[config.mk]
export PLATFORM = sky130hd
export DESIGN_NAME = evr_lane
export DESIGN_NICKNAME = d
export VERILOG_FILES = /design/src/design/evr_pkg.sv /design/src/design/evr_lane.sv
export SDC_FILE = /design/constraint.sdc
export NUM_CORES = 2
export LEC_CHECK = 0
export ABC_AREA = 1
export BUFFER_PORTS_ARGS = -buffer_cell sky130_fd_sc_hd__buf_2
export CAP_MARGIN = 5
export CORE_UTILIZATION = 39
export CTS_CLUSTER_DIAMETER = 100
export DETAILED_ROUTE_END_ITERATION = 12
export SETUP_SLACK_MARGIN = 0.5
export SYNTH_ARGS = -nofsm -noshare
export SYNTH_HDL_FRONTEND = slang
export SYNTH_SLANG_ARGS = --single-unit
[constraint.sdc]
create_clock -name clk -period 8.6 [get_ports clk]
set_input_delay 2.58 -clock clk [delete_from_list [all_inputs] [get_ports clk]]
set_output_delay 2.58 -clock clk [all_outputs]
set_load 0.01 [all_outputs]
[src/design/evr_pkg.sv]
// Shared types, constants and arithmetic helpers for the Euler vector rotator.
package evr_pkg;

  localparam int COORD_WIDTH        = 16;
  localparam int COEF_FRACTION_BITS = 16;
  localparam int ANGLE_W            = 16;
  localparam int COEF_W             = COEF_FRACTION_BITS + 2;
  localparam int OUT_W              = COORD_WIDTH + 1;
  localparam int PROD_W             = COEF_W + COORD_WIDTH;
  localparam int ACC_W              = PROD_W + 2;
  localparam int QW                 = ACC_W - COEF_FRACTION_BITS;
  localparam int QMUL_W             = 2 * COEF_W;
  localparam int CFG_ADDR_W         = 4;
  localparam int CFG_DATA_W         = 32;
  localparam int NUM_COEF           = 9;
  localparam int NUM_TRIG           = 6;
  localparam int NUM_PROD           = 14;

  // Polynomial evaluation in unsigned Q1.30.
  localparam int U_W     = 30;
  localparam int POLY_W  = 31;
  localparam int MUL_W   = U_W + POLY_W;
  localparam int TRIG_SH = 30 - COEF_FRACTION_BITS;
  localparam int QUARTER = 16384;

  typedef logic signed [COEF_W-1:0]      coef_t;
  typedef logic signed [COORD_WIDTH-1:0] coord_t;
  typedef logic signed [OUT_W-1:0]       out_t;
  typedef logic [ANGLE_W-1:0]            angle_t;

  localparam coef_t COEF_ONE = COEF_W'(64'd1 << COEF_FRACTION_BITS);
  localparam logic [POLY_W+1:0] ONE_U = (POLY_W+2)'(64'd1 << COEF_FRACTION_BITS);
  localparam logic [POLY_W+1:0] TRIG_HALF =
    (TRIG_SH > 0) ? (POLY_W+2)'(64'd1 << (TRIG_SH - 1)) : '0;

  localparam logic signed [ACC_W-1:0]  ACC_HALF  = ACC_W'(64'd1 << (COEF_FRACTION_BITS - 1));
  localparam logic signed [QMUL_W-1:0] QMUL_HALF = QMUL_W'(64'd1 << (COEF_FRACTION_BITS - 1));
  localparam logic signed [QW-1:0]     OUT_MAX_Q = QW'((64'd1 << COORD_WIDTH) - 64'd1);
  localparam logic signed [QW-1:0]     OUT_MIN_Q = ~OUT_MAX_Q;

  typedef enum logic [1:0] {
    REG_YAW   = 2'd0,
    REG_PITCH = 2'd1,
    REG_ROLL  = 2'd2,
    REG_NONE  = 2'd3
  } reg_idx_t;

  typedef enum logic [1:0] {
    TRIG_IDLE,
    TRIG_POLY,
    TRIG_PROD,
    TRIG_COMBINE
  } trig_state_t;

  typedef struct packed {
    logic s1_en;
    logic s2_en;
  } lane_ctl_t;

  // Odd polynomial for sin(pi/2 * u), unsigned Q1.30.
  function automatic logic [POLY_W-1:0] poly_coef(input logic [2:0] k);
    logic [POLY_W-1:0] c;
    unique case (k)
      3'd0:    c = POLY_W'(1686629713);
      3'd1:    c = POLY_W'(693598668);
      3'd2:    c = POLY_W'(85569306);
      3'd3:    c = POLY_W'(5026995);
      3'd4:    c = POLY_W'(172272);
      3'd5:    c = POLY_W'(3864);
      3'd6:    c = POLY_W'(61);
      default: c = '0;
    endcase
    return c;
  endfunction

  // Fixed-point product with rounding half away from zero.
  function automatic coef_t qmul(input coef_t a, input coef_t b);
    logic signed [QMUL_W-1:0] p;
    logic signed [QMUL_W-1:0] t;
    p = QMUL_W'(a) * QMUL_W'(b);
    t = p + QMUL_HALF - QMUL_W'({1'b0, p[QMUL_W-1]});
    return t[COEF_FRACTION_BITS+COEF_W-1:COEF_FRACTION_BITS];
  endfunction

  // Limit a coefficient sum to [-1.0, +1.0].
  function automatic coef_t clamp_coef(input logic signed [COEF_W:0] v);
    coef_t c;
    if (v > (COEF_W+1)'(COEF_ONE)) begin
      c = COEF_ONE;
    end else if (v < -(COEF_W+1)'(COEF_ONE)) begin
      c = -COEF_ONE;
    end else begin
      c = v[COEF_W-1:0];
    end
    return c;
  endfunction

endpackage

[src/design/evr_lane.sv]
// One matrix row: three products, then a rounded and saturated sum.
module evr_lane (
  input  logic               clk,
  input  evr_pkg::lane_ctl_t ctl,
  input  evr_pkg::coef_t     row [3],
  input  evr_pkg::coord_t    px,
  input  evr_pkg::coord_t    py,
  input  evr_pkg::coord_t    pz,
  output evr_pkg::out_t      result
);

  logic signed [evr_pkg::PROD_W-1:0] prod_r [3];
  logic signed [evr_pkg::ACC_W-1:0]  acc, rnd;
  logic signed [evr_pkg::QW-1:0]     q;
  evr_pkg::out_t result_r, result_nxt;

  always_ff @(posedge clk) begin
    if (ctl.s1_en) begin
      prod_r[0] <= evr_pkg::PROD_W'(row[0]) * evr_pkg::PROD_W'(px);
      prod_r[1] <= evr_pkg::PROD_W'(row[1]) * evr_pkg::PROD_W'(py);
      prod_r[2] <= evr_pkg::PROD_W'(row[2]) * evr_pkg::PROD_W'(pz);
    end
  end

  // Rounding half away from zero folds into one add with a carry correction.
  always_comb begin
    acc = evr_pkg::ACC_W'(prod_r[0]) + evr_pkg::ACC_W'(prod_r[1])
        + evr_pkg::ACC_W'(prod_r[2]);
    rnd = acc + evr_pkg::ACC_HALF - evr_pkg::ACC_W'({1'b0, acc[evr_pkg::ACC_W-1]});
    q   = rnd[evr_pkg::ACC_W-1:evr_pkg::COEF_FRACTION_BITS];
    if (q > evr_pkg::OUT_MAX_Q) begin
      result_nxt = evr_pkg::OUT_W'(evr_pkg::OUT_MAX_Q);
    end else if (q < evr_pkg::OUT_MIN_Q) begin
      result_nxt = evr_pkg::OUT_W'(evr_pkg::OUT_MIN_Q);
    end else begin
      result_nxt = q[evr_pkg::OUT_W-1:0];
    end
  end

  always_ff @(posedge clk) begin
    if (ctl.s2_en) begin
      result_r <= result_nxt;
    end
  end

  assign result = result_r;

endmodule

==> results.md <==
- Num CTS Buffers: 17
- Most area-hungry cell type in the Yosys netlist: fa_1
- Synth cell types: 51
- Flip-flop and latch count after synthesis: 119
- Total GRT Usage: 19.25%
- Commonest non-fill, non-tap cell in the layout: inv_1
- Area share of the largest cell type after synthesis: 44.79%
- Post-Syn Area: 0.04045 mm2
- Ranking of synthesized cells by area: fa_1 45%, inv_1 13%, nand2_1 10%, ha_1 10%, edfxtp_1 8.8%
- Final setup vio count: 0
- RSZ-0062 raised after global routing: false
- DR vias: 29.41k
- Crit Path Max Fanout: 9
- Period utilization: 91.37%
- Worst-Skew Late Latency: 440 ps
- Grt ovf: 0
- Wire per inst: 15.55 um
- Skew final: 16.53 ps
- N_diodes: 0
- Final min period: 7857 ps
- H-Tree Depth: 4
- Syn_nets: 6097
- Routability congestion estimate: 0.9163
- CP Data Arrival Time: 8040 ps
- CTS sink count: 119
- Root Buffer: clkbuf_16
- Core Box Area: 0.1023 mm2
- Vias per std cell: 4.738
- Most frequent cells in the layout: 1378 x inv_1, 1126 x nand2_1, 904 x fa_1
- Worst hold stages: 7
- Detail Placement HPWL: 83.36 mm
- PortBufs: 121
- Crit path kind: primary input to register
- Vias in the first global route: 30.84k
- Initial antenna violation count: 0
- FMAX: 127.3 MHz
- DRT antenna net count: 0
- Mapped Avg Cell Area: 8.494 um2
- Clock Tree Buf Depth: 2
- Max-cap violations: 0
- # DRC: 0
- Clock slew at reported path FFs: 60 ps
- Die Y: 324.0 um
- Ports: 122
- Outcome: complete, no violations
- Synth Warn #: 0
- Die X-Extent: 324.0 um
- Worst hold path type: register to register
- Initial Utilization: 39.53%
- Max-slew headroom: 40.98%
- Worst setup EP type: register
- Reg2Reg Depth: 33
- Crit path required time: 8780 ps
- Type of origin of the critical path: primary input
- Slew @ Worst Pin: 885.3 ps
- Die area: 0.1050 mm2
- Register area share after synthesis: 8.835%
- TNS Setup: 0 ps
- Max-slew violation count: 0
- Largest net degree at the start of global routing: 70
- Layout area overhead: 7.777%
- Placement row count: 117
- First-pass GRT wire length: 159.6 mm
- Pre-antenna DRT Iters: 5
- Final WL: 96.54 mm
- Drt initial violations: 1606
- CTS tree: done
- Fin nets: 6161
- Synth Instances: 4762
- Layout cells sized above 1: 7.233%
- Final hold vios: 0
repair_timing:
item                                    in CTS  in global routing
endpoints found under the setup margin       0                 25
setup buffers                                0                  2
resized for setup                            0                 63
hold buffers                                 0                  0
final timing paths:
path | from | endpoint | slack (ps)
setup / recovery | row[26] | prod_r[0][66]$_DFFE_PP_ | 740
hold / removal | prod_r[0][87]$_DFFE_PP_ | result[4]$_SDFFCE_PN1P_ | 1390
setup reg to reg | prod_r[0][1]$_DFFE_PP_ | result[3]$_SDFFCE_PN1P_ | 2110
hold reg to reg | prod_r[0][87]$_DFFE_PP_ | result[4]$_SDFFCE_PN1P_ | 1390
state kept, by name, summed over array words and instances (netlist names):
register and flops:
prod_r 102, result 17
area by class of cell:
cell class                      count  area, um2
Clock buffer                       18      429.2
Clock inverter                     14      188.9
Fill cell                       10250      58730
Inverter                         1382       5187
Multi-Input combinational cell   3110      31260
Sequential cell                   119       3573
Tap cell                         1368       1712
Timing Repair Buffer              196       1239
kinds of logic (layout without fill, tap and decap cells):
kind of cell               Yosys count  in the layout  synth area share [%]
AOI/OAI and AO/OA                  319            319                 4.538
xor gates and xnor gates           161            161                 3.570
adders and majority gates         1230           1230                 54.85
buffers and inverters             1533           1610                 14.26
DFF                                119            119                 8.835
and+or+nand+nor                   1400           1400                 13.95
Yosys cell counts, drive strengths merged:
cell / number
inv: 1380
nand2: 1153
fa: 905
ha: 325
a21oi: 171
clkbuf: 146
edfxtp: 119
xor2: 106
nor2: 100
o21ai: 68
nand3: 58
xnor2: 55
or2: 49
nor3: 22
a31oi: 16
a21o: 12
nor4: 8
o21bai: 8
a21boi: 7
nand4: 7
o21a: 7
o31ai: 7
buf: 5
a211oi: 4
o2111ai: 4
o211ai: 4
o221ai: 4
and3: 2
clkinv: 2
o311ai: 2
a221oi: 1
a311oi: 1
a31o: 1
and2: 1
o221a: 1
o2bb2ai: 1
worst max-delay path, cell delays in order:
cell and delay, ps:
buf_2 200, buf_4 240, nand2_1 100, fa_1 510, fa_1 510, inv_1 70, fa_1 530, inv_1 50
fa_1 450, fa_1 490, inv_1 50, fa_1 440, ha_1 320, nand2_1 60, inv_1 60, nand3_1 110
o221ai_2 200, a21oi_2 80, o21ai_2 180, nand3_1 90, nand2_1 110, nand2_1 60, nand2_1 110, nand2_1 60
o211ai_1 120, nand2_1 90, nand3_1 90, xor2_1 70
layer usage:
metal	GRT usage (%)	routed length, um	vias to the layer above
met5	0	0	-
met4	4.874	2280	0
met3	1.985	4543	123
met2	32.19	46690	673
met1	26.66	43030	14710
li1	-	-	13900
metrics by stage:
| step | std cells | util (%) | worst slack (ps) | hold WS (ps) | area (um2) |
|---|---|---|---|---|---|
| 2_1_floorplan | 4762 | - | 475.1 | 1182 | 40540 |
| 3_3_place_gp | 6173 | 41.78 | 103.5 | 1380 | 42750 |
| 3_5_place_dp | 6173 | 41.78 | 57.86 | 1367 | 42750 |
| 4_1_cts | 6205 | 42.39 | 531.7 | 1383 | 43370 |
| 5_1_grt | 6207 | 42.60 | 494.5 | 1505 | 43590 |
| 6_report | 6207 | 42.60 | 742.6 | 1391 | 43590 |
Power is not shown: default switching activity piles up to over one toggle a cycle in this logic, so the estimate is an artifact.
