### config.mk
export PLATFORM = sky130hd
export DESIGN_NAME = evr_trig_unit
export DESIGN_NICKNAME = d
export VERILOG_FILES = /design/src/design/evr_pkg.sv /design/src/design/evr_trig_unit.sv
export SDC_FILE = /design/constraint.sdc
export NUM_CORES = 2
export LEC_CHECK = 0
export BUFFER_PORTS_ARGS = -buffer_cell sky130_fd_sc_hd__buf_2
export CAP_MARGIN = 20
export CORE_ASPECT_RATIO = 1.5
export CORE_MARGIN = 5
export CORE_UTILIZATION = 45
export DETAILED_ROUTE_END_ITERATION = 6
export GPL_ROUTABILITY_DRIVEN = 0
export PLACE_DENSITY = 0.59
export SLEW_MARGIN = 20
export SYNTH_ARGS = -nofsm -noshare
export SYNTH_HDL_FRONTEND = slang
export SYNTH_SLANG_ARGS = --single-unit
export TNS_END_PERCENT = 10
### constraint.sdc
create_clock -name clk -period 15.3 [get_ports clk]
set_clock_uncertainty 0.2 [all_clocks]
set_input_delay 1.53 -clock clk [delete_from_list [all_inputs] [get_ports clk]]
set_output_delay 1.53 -clock clk [all_outputs]
set_load 0.02 [all_outputs]
### src/design/evr_pkg.sv
// Shared types, constants and arithmetic helpers for the Euler vector rotator.
package evr_pkg;

  localparam int COORD_WIDTH        = 16;
  localparam int COEF_FRACTION_BITS = 16;
  localparam int ANGLE_W            = 16;
  localparam int COEF_W             = COEF_FRACTION_BITS + 2;
  localparam int OUT_W              = COORD_WIDTH + 1;
  localparam int PROD_W             = COEF_W + COORD_WIDTH;
  localparam int ACC_W              = PROD_W + 2;
  localparam int QW                 = ACC_W - COEF_FRACTION_BITS;
  localparam int QMUL_W             = 2 * COEF_W;
  localparam int CFG_ADDR_W         = 4;
  localparam int CFG_DATA_W         = 32;
  localparam int NUM_COEF           = 9;
  localparam int NUM_TRIG           = 6;
  localparam int NUM_PROD           = 14;

  // Polynomial evaluation in unsigned Q1.30.
  localparam int U_W     = 30;
  localparam int POLY_W  = 31;
  localparam int MUL_W   = U_W + POLY_W;
  localparam int TRIG_SH = 30 - COEF_FRACTION_BITS;
  localparam int QUARTER = 16384;

  typedef logic signed [COEF_W-1:0]      coef_t;
  typedef logic signed [COORD_WIDTH-1:0] coord_t;
  typedef logic signed [OUT_W-1:0]       out_t;
  typedef logic [ANGLE_W-1:0]            angle_t;

  localparam coef_t COEF_ONE = COEF_W'(64'd1 << COEF_FRACTION_BITS);
  localparam logic [POLY_W+1:0] ONE_U = (POLY_W+2)'(64'd1 << COEF_FRACTION_BITS);
  localparam logic [POLY_W+1:0] TRIG_HALF =
    (TRIG_SH > 0) ? (POLY_W+2)'(64'd1 << (TRIG_SH - 1)) : '0;

  localparam logic signed [ACC_W-1:0]  ACC_HALF  = ACC_W'(64'd1 << (COEF_FRACTION_BITS - 1));
  localparam logic signed [QMUL_W-1:0] QMUL_HALF = QMUL_W'(64'd1 << (COEF_FRACTION_BITS - 1));
  localparam logic signed [QW-1:0]     OUT_MAX_Q = QW'((64'd1 << COORD_WIDTH) - 64'd1);
  localparam logic signed [QW-1:0]     OUT_MIN_Q = ~OUT_MAX_Q;

  typedef enum logic [1:0] {
    REG_YAW   = 2'd0,
    REG_PITCH = 2'd1,
    REG_ROLL  = 2'd2,
    REG_NONE  = 2'd3
  } reg_idx_t;

  typedef enum logic [1:0] {
    TRIG_IDLE,
    TRIG_POLY,
    TRIG_PROD,
    TRIG_COMBINE
  } trig_state_t;

  typedef struct packed {
    logic s1_en;
    logic s2_en;
  } lane_ctl_t;

  // Odd polynomial for sin(pi/2 * u), unsigned Q1.30.
  function automatic logic [POLY_W-1:0] poly_coef(input logic [2:0] k);
    logic [POLY_W-1:0] c;
    unique case (k)
      3'd0:    c = POLY_W'(1686629713);
      3'd1:    c = POLY_W'(693598668);
      3'd2:    c = POLY_W'(85569306);
      3'd3:    c = POLY_W'(5026995);
      3'd4:    c = POLY_W'(172272);
      3'd5:    c = POLY_W'(3864);
      3'd6:    c = POLY_W'(61);
      default: c = '0;
    endcase
    return c;
  endfunction

  // Fixed-point product with rounding half away from zero.
  function automatic coef_t qmul(input coef_t a, input coef_t b);
    logic signed [QMUL_W-1:0] p;
    logic signed [QMUL_W-1:0] t;
    p = QMUL_W'(a) * QMUL_W'(b);
    t = p + QMUL_HALF - QMUL_W'({1'b0, p[QMUL_W-1]});
    return t[COEF_FRACTION_BITS+COEF_W-1:COEF_FRACTION_BITS];
  endfunction

  // Limit a coefficient sum to [-1.0, +1.0].
  function automatic coef_t clamp_coef(input logic signed [COEF_W:0] v);
    coef_t c;
    if (v > (COEF_W+1)'(COEF_ONE)) begin
      c = COEF_ONE;
    end else if (v < -(COEF_W+1)'(COEF_ONE)) begin
      c = -COEF_ONE;
    end else begin
      c = v[COEF_W-1:0];
    end
    return c;
  endfunction

endpackage

### src/design/evr_trig_unit.sv
// Sequential sine/cosine and rotation matrix builder on shared multipliers.
module evr_trig_unit (
  input  logic           clk,
  input  logic           rst_n,
  input  logic           start,
  input  evr_pkg::angle_t yaw,
  input  evr_pkg::angle_t pitch,
  input  evr_pkg::angle_t roll,
  output logic           busy,
  output evr_pkg::coef_t coef [evr_pkg::NUM_COEF]
);

  evr_pkg::trig_state_t state_r, state_nxt;
  logic [2:0] fn_r, fn_nxt;
  logic [3:0] step_r, step_nxt;

  logic [evr_pkg::U_W-1:0]    u2_r;
  logic [evr_pkg::POLY_W-1:0] p_r;
  evr_pkg::coef_t trig_r [evr_pkg::NUM_TRIG];
  evr_pkg::coef_t prod_r [evr_pkg::NUM_PROD];
  evr_pkg::coef_t coef_r [evr_pkg::NUM_COEF];

  evr_pkg::angle_t ang_sel, ang;
  logic [14:0] rr;
  logic        full;
  logic [evr_pkg::U_W-1:0]     u;
  logic [evr_pkg::U_W-1:0]     mul_a;
  logic [evr_pkg::POLY_W-1:0]  mul_b;
  logic [evr_pkg::MUL_W-1:0]   mul;
  logic [evr_pkg::POLY_W-1:0]  mshift;
  logic [evr_pkg::POLY_W+1:0]  vsum, vsh;
  evr_pkg::coef_t mag, trig_val;
  evr_pkg::coef_t op_a, op_b;
  logic trig_we, poly_we, u2_we, prod_we, coef_we;
  logic [evr_pkg::POLY_W-1:0] p_nxt;

  // Quadrant folding of the selected angle.
  always_comb begin
    unique case (fn_r[2:1])
      2'd0:    ang_sel = yaw;
      2'd1:    ang_sel = pitch;
      default: ang_sel = roll;
    endcase
    ang  = ang_sel + (fn_r[0] ? evr_pkg::ANGLE_W'(evr_pkg::QUARTER) : '0);
    rr   = ang[14] ? 15'(15'(evr_pkg::QUARTER) - {1'b0, ang[13:0]}) : {1'b0, ang[13:0]};
    full = rr[14];
    u    = {rr[13:0], 16'd0};
  end

  // Shared polynomial multiplier: u*u first, then Horner steps, then u*p.
  always_comb begin
    mul_a  = (step_r == 4'd0 || step_r == 4'd7) ? u : u2_r;
    mul_b  = (step_r == 4'd0) ? {1'b0, u} : p_r;
    mul    = evr_pkg::MUL_W'(mul_a) * evr_pkg::MUL_W'(mul_b);
    mshift = mul[evr_pkg::MUL_W-1:30];
    vsum   = {2'b00, mshift} + evr_pkg::TRIG_HALF;
    vsh    = vsum >> evr_pkg::TRIG_SH;
    if (full || vsh > evr_pkg::ONE_U) begin
      mag = evr_pkg::COEF_ONE;
    end else begin
      mag = vsh[evr_pkg::COEF_W-1:0];
    end
    trig_val = ang[15] ? -mag : mag;
    p_nxt    = (step_r == 4'd0) ? evr_pkg::poly_coef(3'd6)
                                : evr_pkg::poly_coef(3'(4'd6 - step_r)) - mshift;
  end

  // Operand schedule of the matrix products.
  always_comb begin
    unique case (step_r)
      4'd0:    begin op_a = trig_r[1]; op_b = trig_r[2]; end
      4'd1:    begin op_a = trig_r[0]; op_b = trig_r[2]; end
      4'd2:    begin op_a = trig_r[1]; op_b = trig_r[3]; end
      4'd3:    begin op_a = prod_r[0]; op_b = trig_r[4]; end
      4'd4:    begin op_a = trig_r[0]; op_b = trig_r[5]; end
      4'd5:    begin op_a = prod_r[0]; op_b = trig_r[5]; end
      4'd6:    begin op_a = trig_r[0]; op_b = trig_r[4]; end
      4'd7:    begin op_a = trig_r[0]; op_b = trig_r[3]; end
      4'd8:    begin op_a = prod_r[1]; op_b = trig_r[4]; end
      4'd9:    begin op_a = trig_r[1]; op_b = trig_r[5]; end
      4'd10:   begin op_a = prod_r[1]; op_b = trig_r[5]; end
      4'd11:   begin op_a = trig_r[1]; op_b = trig_r[4]; end
      4'd12:   begin op_a = trig_r[3]; op_b = trig_r[4]; end
      default: begin op_a = trig_r[3]; op_b = trig_r[5]; end
    endcase
  end

  // Sequencer. Any angle write starts the build over from the first sine, so
  // the finished matrix always reflects the latest angles.
  always_comb begin
    state_nxt = state_r;
    fn_nxt    = fn_r;
    step_nxt  = step_r;
    trig_we   = 1'b0;
    poly_we   = 1'b0;
    u2_we     = 1'b0;
    prod_we   = 1'b0;
    coef_we   = 1'b0;
    if (start) begin
      state_nxt = evr_pkg::TRIG_POLY;
      fn_nxt    = '0;
      step_nxt  = '0;
    end else begin
      unique case (state_r)
        evr_pkg::TRIG_IDLE: ;
        evr_pkg::TRIG_POLY: begin
          if (full || step_r == 4'd7) begin
            trig_we  = 1'b1;
            step_nxt = '0;
            fn_nxt   = fn_r + 3'd1;
            if (fn_r == 3'(evr_pkg::NUM_TRIG - 1)) begin
              state_nxt = evr_pkg::TRIG_PROD;
            end
          end else begin
            poly_we  = 1'b1;
            u2_we    = (step_r == 4'd0);
            step_nxt = step_r + 4'd1;
          end
        end
        evr_pkg::TRIG_PROD: begin
          prod_we  = 1'b1;
          step_nxt = step_r + 4'd1;
          if (step_r == 4'(evr_pkg::NUM_PROD - 1)) begin
            state_nxt = evr_pkg::TRIG_COMBINE;
            step_nxt  = '0;
          end
        end
        evr_pkg::TRIG_COMBINE: begin
          coef_we   = 1'b1;
          state_nxt = evr_pkg::TRIG_IDLE;
        end
        default: state_nxt = evr_pkg::TRIG_IDLE;
      endcase
    end
  end

  always_ff @(posedge clk) begin
    if (!rst_n) begin
      state_r <= evr_pkg::TRIG_IDLE;
      fn_r    <= '0;
      step_r  <= '0;
    end else begin
      state_r <= state_nxt;
      fn_r    <= fn_nxt;
      step_r  <= step_nxt;
    end
  end

  always_ff @(posedge clk) begin
    if (u2_we) begin
      u2_r <= mshift[evr_pkg::U_W-1:0];
    end
    if (poly_we) begin
      p_r <= p_nxt;
    end
    if (trig_we) begin
      trig_r[fn_r] <= trig_val;
    end
    if (prod_we) begin
      prod_r[step_r] <= evr_pkg::qmul(op_a, op_b);
    end
  end

  // Coefficient store; identity after reset.
  always_ff @(posedge clk) begin
    if (!rst_n) begin
      for (int i = 0; i < evr_pkg::NUM_COEF; i++) begin
        coef_r[i] <= (i % 4 == 0) ? evr_pkg::COEF_ONE : '0;
      end
    end else if (coef_we) begin
      coef_r[0] <= evr_pkg::clamp_coef((evr_pkg::COEF_W+1)'(prod_r[2]));
      coef_r[1] <= evr_pkg::clamp_coef((evr_pkg::COEF_W+1)'(prod_r[3])
                                       - (evr_pkg::COEF_W+1)'(prod_r[4]));
      coef_r[2] <= evr_pkg::clamp_coef((evr_pkg::COEF_W+1)'(prod_r[5])
                                       + (evr_pkg::COEF_W+1)'(prod_r[6]));
      coef_r[3] <= evr_pkg::clamp_coef((evr_pkg::COEF_W+1)'(prod_r[7]));
      coef_r[4] <= evr_pkg::clamp_coef((evr_pkg::COEF_W+1)'(prod_r[8])
                                       + (evr_pkg::COEF_W+1)'(prod_r[9]));
      coef_r[5] <= evr_pkg::clamp_coef((evr_pkg::COEF_W+1)'(prod_r[10])
                                       - (evr_pkg::COEF_W+1)'(prod_r[11]));
      coef_r[6] <= evr_pkg::clamp_coef(-(evr_pkg::COEF_W+1)'(trig_r[2]));
      coef_r[7] <= evr_pkg::clamp_coef((evr_pkg::COEF_W+1)'(prod_r[12]));
      coef_r[8] <= evr_pkg::clamp_coef((evr_pkg::COEF_W+1)'(prod_r[13]));
    end
  end

  assign busy = (state_r != evr_pkg::TRIG_IDLE);
  assign coef = coef_r;

endmodule

==> impl_results.html <==
<table>
<tr><th>Metric</th><th>Value</th></tr>
<tr><th colspan="2">Run status</th></tr>
<tr><td>Result of the run</td><td>finished, violations left</td></tr>
<tr><td>Failing checks</td><td>DRC</td></tr>
<tr><th colspan="2">GRT</th></tr>
<tr><td>Antenna violations before repair</td><td>3</td></tr>
<tr><td>Pin count of the biggest net entering global routing</td><td>76</td></tr>
<tr><td>Via count of the first global-routing pass</td><td>58100</td></tr>
<tr><td>Global router's overall resource usage</td><td>27.5%</td></tr>
<tr><td>Remaining global-route overflow</td><td>0</td></tr>
<tr><td>First-pass GRT wire length</td><td>346000 um</td></tr>
<tr><th colspan="2">Detailed routing</th></tr>
<tr><td>Average vias per placed instance</td><td>5.61</td></tr>
<tr><td>Number of DRC markers in iteration 0</td><td>4036</td></tr>
<tr><td>Total DRC errors in the routed layout</td><td>1</td></tr>
<tr><td>Count of TritonRoute iterations in the first routing pass</td><td>7</td></tr>
<tr><td>Post-DRT Antenna Nets</td><td>0</td></tr>
<tr><td>Wire length per cell after detailed routing</td><td>23.3 um</td></tr>
<tr><td>Final Routed Wirelength</td><td>227000 um</td></tr>
<tr><td>Via count</td><td>54700</td></tr>
<tr><th colspan="2">Floorplan</th></tr>
<tr><td>Die Y-Extent</td><td>494 um</td></tr>
<tr><td>Initial cell density of the core</td><td>45.2%</td></tr>
<tr><td>Area of the core</td><td>155000 um2</td></tr>
<tr><td>Die extent in x</td><td>333 um</td></tr>
<tr><td>Number of ports placed on the die boundary</td><td>214</td></tr>
<tr><td>Floorplan row count</td><td>177</td></tr>
<tr><td>Area of the die</td><td>164000 um2</td></tr>
<tr><th colspan="2">Timing</th></tr>
<tr><td>Worst slew margin relative to its limit</td><td>22.3%</td></tr>
<tr><td>Peak Freq</td><td>68.6 MHz</td></tr>
<tr><td>Count of endpoints failing setup in the final report</td><td>0</td></tr>
<tr><td>Period Utilization, post-route</td><td>95.3%</td></tr>
<tr><td>Final Max Slew Viols</td><td>0</td></tr>
<tr><td>Minimum period implied by the final worst setup slack</td><td>14580 ps</td></tr>
<tr><td>Final hold violations</td><td>0</td></tr>
<tr><td>Final TNS setup</td><td>0 ps</td></tr>
<tr><td>RSZ-0062 raised after global routing</td><td>no</td></tr>
<tr><td>Slew at the pin with the worst max-slew slack</td><td>1160 ps</td></tr>
<tr><th colspan="2">Logic synthesis</th></tr>
<tr><td>Post-synthesis cell area</td><td>70200 um2</td></tr>
<tr><td>Post-Synthesis Mean Instance Area</td><td>9.41 um2</td></tr>
<tr><td>Ranking of synthesized cells by instance count</td><td>sky130_fd_sc_hd__inv_1, sky130_fd_sc_hd__fa_1, sky130_fd_sc_hd__nand2_1</td></tr>
<tr><td>Largest cells by area after synthesis</td><td>sky130_fd_sc_hd__fa_1, sky130_fd_sc_hd__edfxtp_1, sky130_fd_sc_hd__ha_1</td></tr>
<tr><td>Number of enable-type register cells in the synthesized netlist</td><td>421</td></tr>
<tr><td>Number of standard cells after synthesis</td><td>7462</td></tr>
<tr><td>Synth unique cells</td><td>99</td></tr>
<tr><td>Sequential-to-total area share from yosys stat</td><td>22.9%</td></tr>
<tr><td>Combinational family with the most area after synthesis</td><td>adder cells</td></tr>
<tr><td>Leading cell type by number of instances after synthesis</td><td>sky130_fd_sc_hd__inv_1</td></tr>
<tr><td>Most area-hungry cell type in the Yosys netlist</td><td>sky130_fd_sc_hd__fa_1</td></tr>
<tr><td>Share of synthesized flip-flops with an asynchronous set or reset</td><td>0%</td></tr>
<tr><td>Post-synthesis share of cell area spent on and, or, nand and nor gates</td><td>14.6%</td></tr>
<tr><td>Net count after synthesis</td><td>9142</td></tr>
<tr><td>Yosys warning total</td><td>0</td></tr>
<tr><td>Primary flip-flop cell chosen by synthesis mapping</td><td>sky130_fd_sc_hd__edfxtp_1</td></tr>
<tr><td>Adder and majority gate portion of the synthesized area</td><td>41.2%</td></tr>
<tr><td>Multiplexer area fraction after synthesis</td><td>0.490%</td></tr>
<tr><td>Total of flip-flops plus latches after synthesis</td><td>592</td></tr>
<tr><td>Share of the synthesized area in the top cell type</td><td>32.5%</td></tr>
<tr><td>Area fraction in compound gates after synthesis</td><td>9.27%</td></tr>
<tr><td>Share of the synthesized netlist area taken by xor and xnor gates</td><td>2.52%</td></tr>
<tr><th colspan="2">Finish</th></tr>
<tr><td>Layout cell share with drive strength beyond 1</td><td>8.53%</td></tr>
<tr><td>Final-stage net count</td><td>9322</td></tr>
<tr><td>Footprint of the flip-flops and latches</td><td>16100 um2</td></tr>
<tr><td>Layout area overhead</td><td>9.46%</td></tr>
<tr><td>Area of combinational cells with multiple inputs</td><td>48200 um2</td></tr>
<tr><td>Final non-filler cell total</td><td>9750</td></tr>
<tr><td>Finished layout cell area</td><td>76900 um2</td></tr>
<tr><td>Fillers</td><td>14600</td></tr>
<tr><th colspan="2">CTS</th></tr>
<tr><td>Clock Sinks</td><td>592</td></tr>
<tr><td>Clock tree root driver cell</td><td>sky130_fd_sc_hd__clkbuf_16</td></tr>
<tr><td>Insertion delay to the later sink of the worst-skew pair</td><td>650 ps</td></tr>
<tr><td>Num CTS Buffers</td><td>58</td></tr>
<tr><td>Buffers inserted by post-CTS timing repair</td><td>0</td></tr>
<tr><td>Max clock buf depth</td><td>3</td></tr>
<tr><td>Quantity of hold-fixing buffers added after cts</td><td>0</td></tr>
<tr><td>H-tree depth</td><td>2</td></tr>
<tr><td>Cts repair resizes</td><td>0</td></tr>
<tr><td>Clock-pin slew reported for the worst setup and hold paths after clock tree synthesis</td><td>60 ps</td></tr>
<tr><td>CTS tree</td><td>built</td></tr>
<tr><th colspan="2">Setup path</th></tr>
<tr><td>Cell type of the slowest stage on the worst timing path</td><td>sky130_fd_sc_hd__dfxtp_1</td></tr>
<tr><td>Crit end category</td><td>flip-flop</td></tr>
<tr><td>Critical Path Start</td><td>fn_r[1]</td></tr>
<tr><td>Startpoint kind of the worst setup timing path</td><td>flip-flop</td></tr>
<tr><td>Length in cells of the worst reg-to-reg path</td><td>43</td></tr>
<tr><td>Capture point of the worst reg-to-reg path</td><td>trig_r[1][8]</td></tr>
<tr><td>Reg-to-reg slack, setup</td><td>720 ps</td></tr>
<tr><td>Signal arrival time at the worst endpoint</td><td>14700 ps</td></tr>
<tr><td>FF-to-FF Start</td><td>fn_r[1]</td></tr>
<tr><td>Most frequent CP cell</td><td>sky130_fd_sc_hd__fa_1</td></tr>
<tr><td>Required time at the worst-slack endpoint</td><td>15420 ps</td></tr>
<tr><td>Maximum cell stage delay along the critical path</td><td>920 ps</td></tr>
<tr><td>Max Fanout on Critical Path</td><td>15</td></tr>
<tr><td>Type of the worst setup path</td><td>flip-flop to flip-flop</td></tr>
<tr><th colspan="2">Job</th></tr>
<tr><td>Max Cap Violations</td><td>0</td></tr>
<tr><th colspan="2">Place</th></tr>
<tr><td>Area after detailed placement</td><td>74700 um2</td></tr>
<tr><td>Detailed placement HPWL</td><td>184000 um</td></tr>
<tr><td>Cell count after placement</td><td>9637</td></tr>
<tr><td>Number of port buffers</td><td>213</td></tr>
<tr><th colspan="2">Min path</th></tr>
<tr><td>Number of cells on the worst hold path</td><td>2</td></tr>
<tr><td>Start point of the worst min-delay path</td><td>coef[80]</td></tr>
<tr><td>Min-delay worst type</td><td>flip-flop to flip-flop</td></tr>
<tr><td>Hold EP</td><td>coef[80]</td></tr>
</table>
[area by class of cell]
type	instances	area share [%]
Antenna cell	1	0.00326
Clock buffer	73	2.13
Clock inverter	36	0.575
Inverter	1363	6.66
Multi-Input combinational cell	5179	62.7
Sequential cell	592	20.9
Tap cell	2058	3.35
Timing Repair Buffer	448	3.74
[kinds of logic (layout without fill, tap and decap cells)]
logic type / after synthesis / count (layout)
simple gates: 2361 / 2361
fa+ha+maj: 1629 / 1629
buf+inv: 1691 / 1920
compound gates: 957 / 957
other cells: 0 / 1
flops: 592 / 592
mux: 34 / 34
xor+xnor: 198 / 198
[layout by cell type (no fill, tap or decap), types with 70 or more instances in the layout]
cell and count:
sky130_fd_sc_hd__a21oi_1 232, sky130_fd_sc_hd__nand3_1 89, sky130_fd_sc_hd__inv_1 1359, sky130_fd_sc_hd__nor2_1 683, sky130_fd_sc_hd__ha_1 488, sky130_fd_sc_hd__and3_1 72, sky130_fd_sc_hd__buf_4 230, sky130_fd_sc_hd__edfxtp_1 421
sky130_fd_sc_hd__o21ai_0 152, sky130_fd_sc_hd__fa_1 1141, sky130_fd_sc_hd__a22oi_1 70, sky130_fd_sc_hd__xnor2_1 124, sky130_fd_sc_hd__nand2_1 1120, sky130_fd_sc_hd__dfxtp_1 171, sky130_fd_sc_hd__buf_2 214, sky130_fd_sc_hd__a21o_1 84
[worst max-delay path: cells and delay by family, from the launching register on]
kind / cells / cell delay [ps]
compound gates: 7 / 2540
xor+xnor: 2 / 840
fa+ha+maj: 11 / 5110
buf+inv: 10 / 1410
flops: 1 / 920
mux: 2 / 460
simple gates: 11 / 2750
[metal layers]
| layer | vias to the layer above | GRT usage (%) | part of all wire, % |
|---|---|---|---|
| met5 | - | 0 | 0.011 |
| met4 | 2 | 19.6 | 9.4 |
| met3 | 788 | 2.84 | 5.4 |
| met2 | 2194 | 49.9 | 51 |
| met1 | 27600 | 29.9 | 35 |
| li1 | 24100 | - | - |
[stage by stage]
stage               worst slack (ps)  util, %  hold WS [ps]
floorplan                       2780        -           285
global placement                 697     48.1           237
detailed placement               654     48.1           242
CTS                              792     49.5           256
global route                     139     49.5           276
finish                           716     49.5           254
[sequential cells by signal, summed over array words and instances, names as in the netlist]
register / count
prod_r: 252
state_r: 2
trig_r: 108
coef: 162
u2_r: 30
p_r: 31
step_r: 4
fn_r: 3
[how the worst max path moves through the flow]
stage,depth (start not counted),to
after CTS,42,p_r[29]
after global routing,43,trig_r[1][16]
after floorplan,43,trig_r[0][6]
final,43,trig_r[1][8]
after detailed placement,42,p_r[29]
after global placement,42,p_r[29]
Power is not shown: default switching activity piles up to over one toggle a cycle in this logic, so the estimate is an artifact.
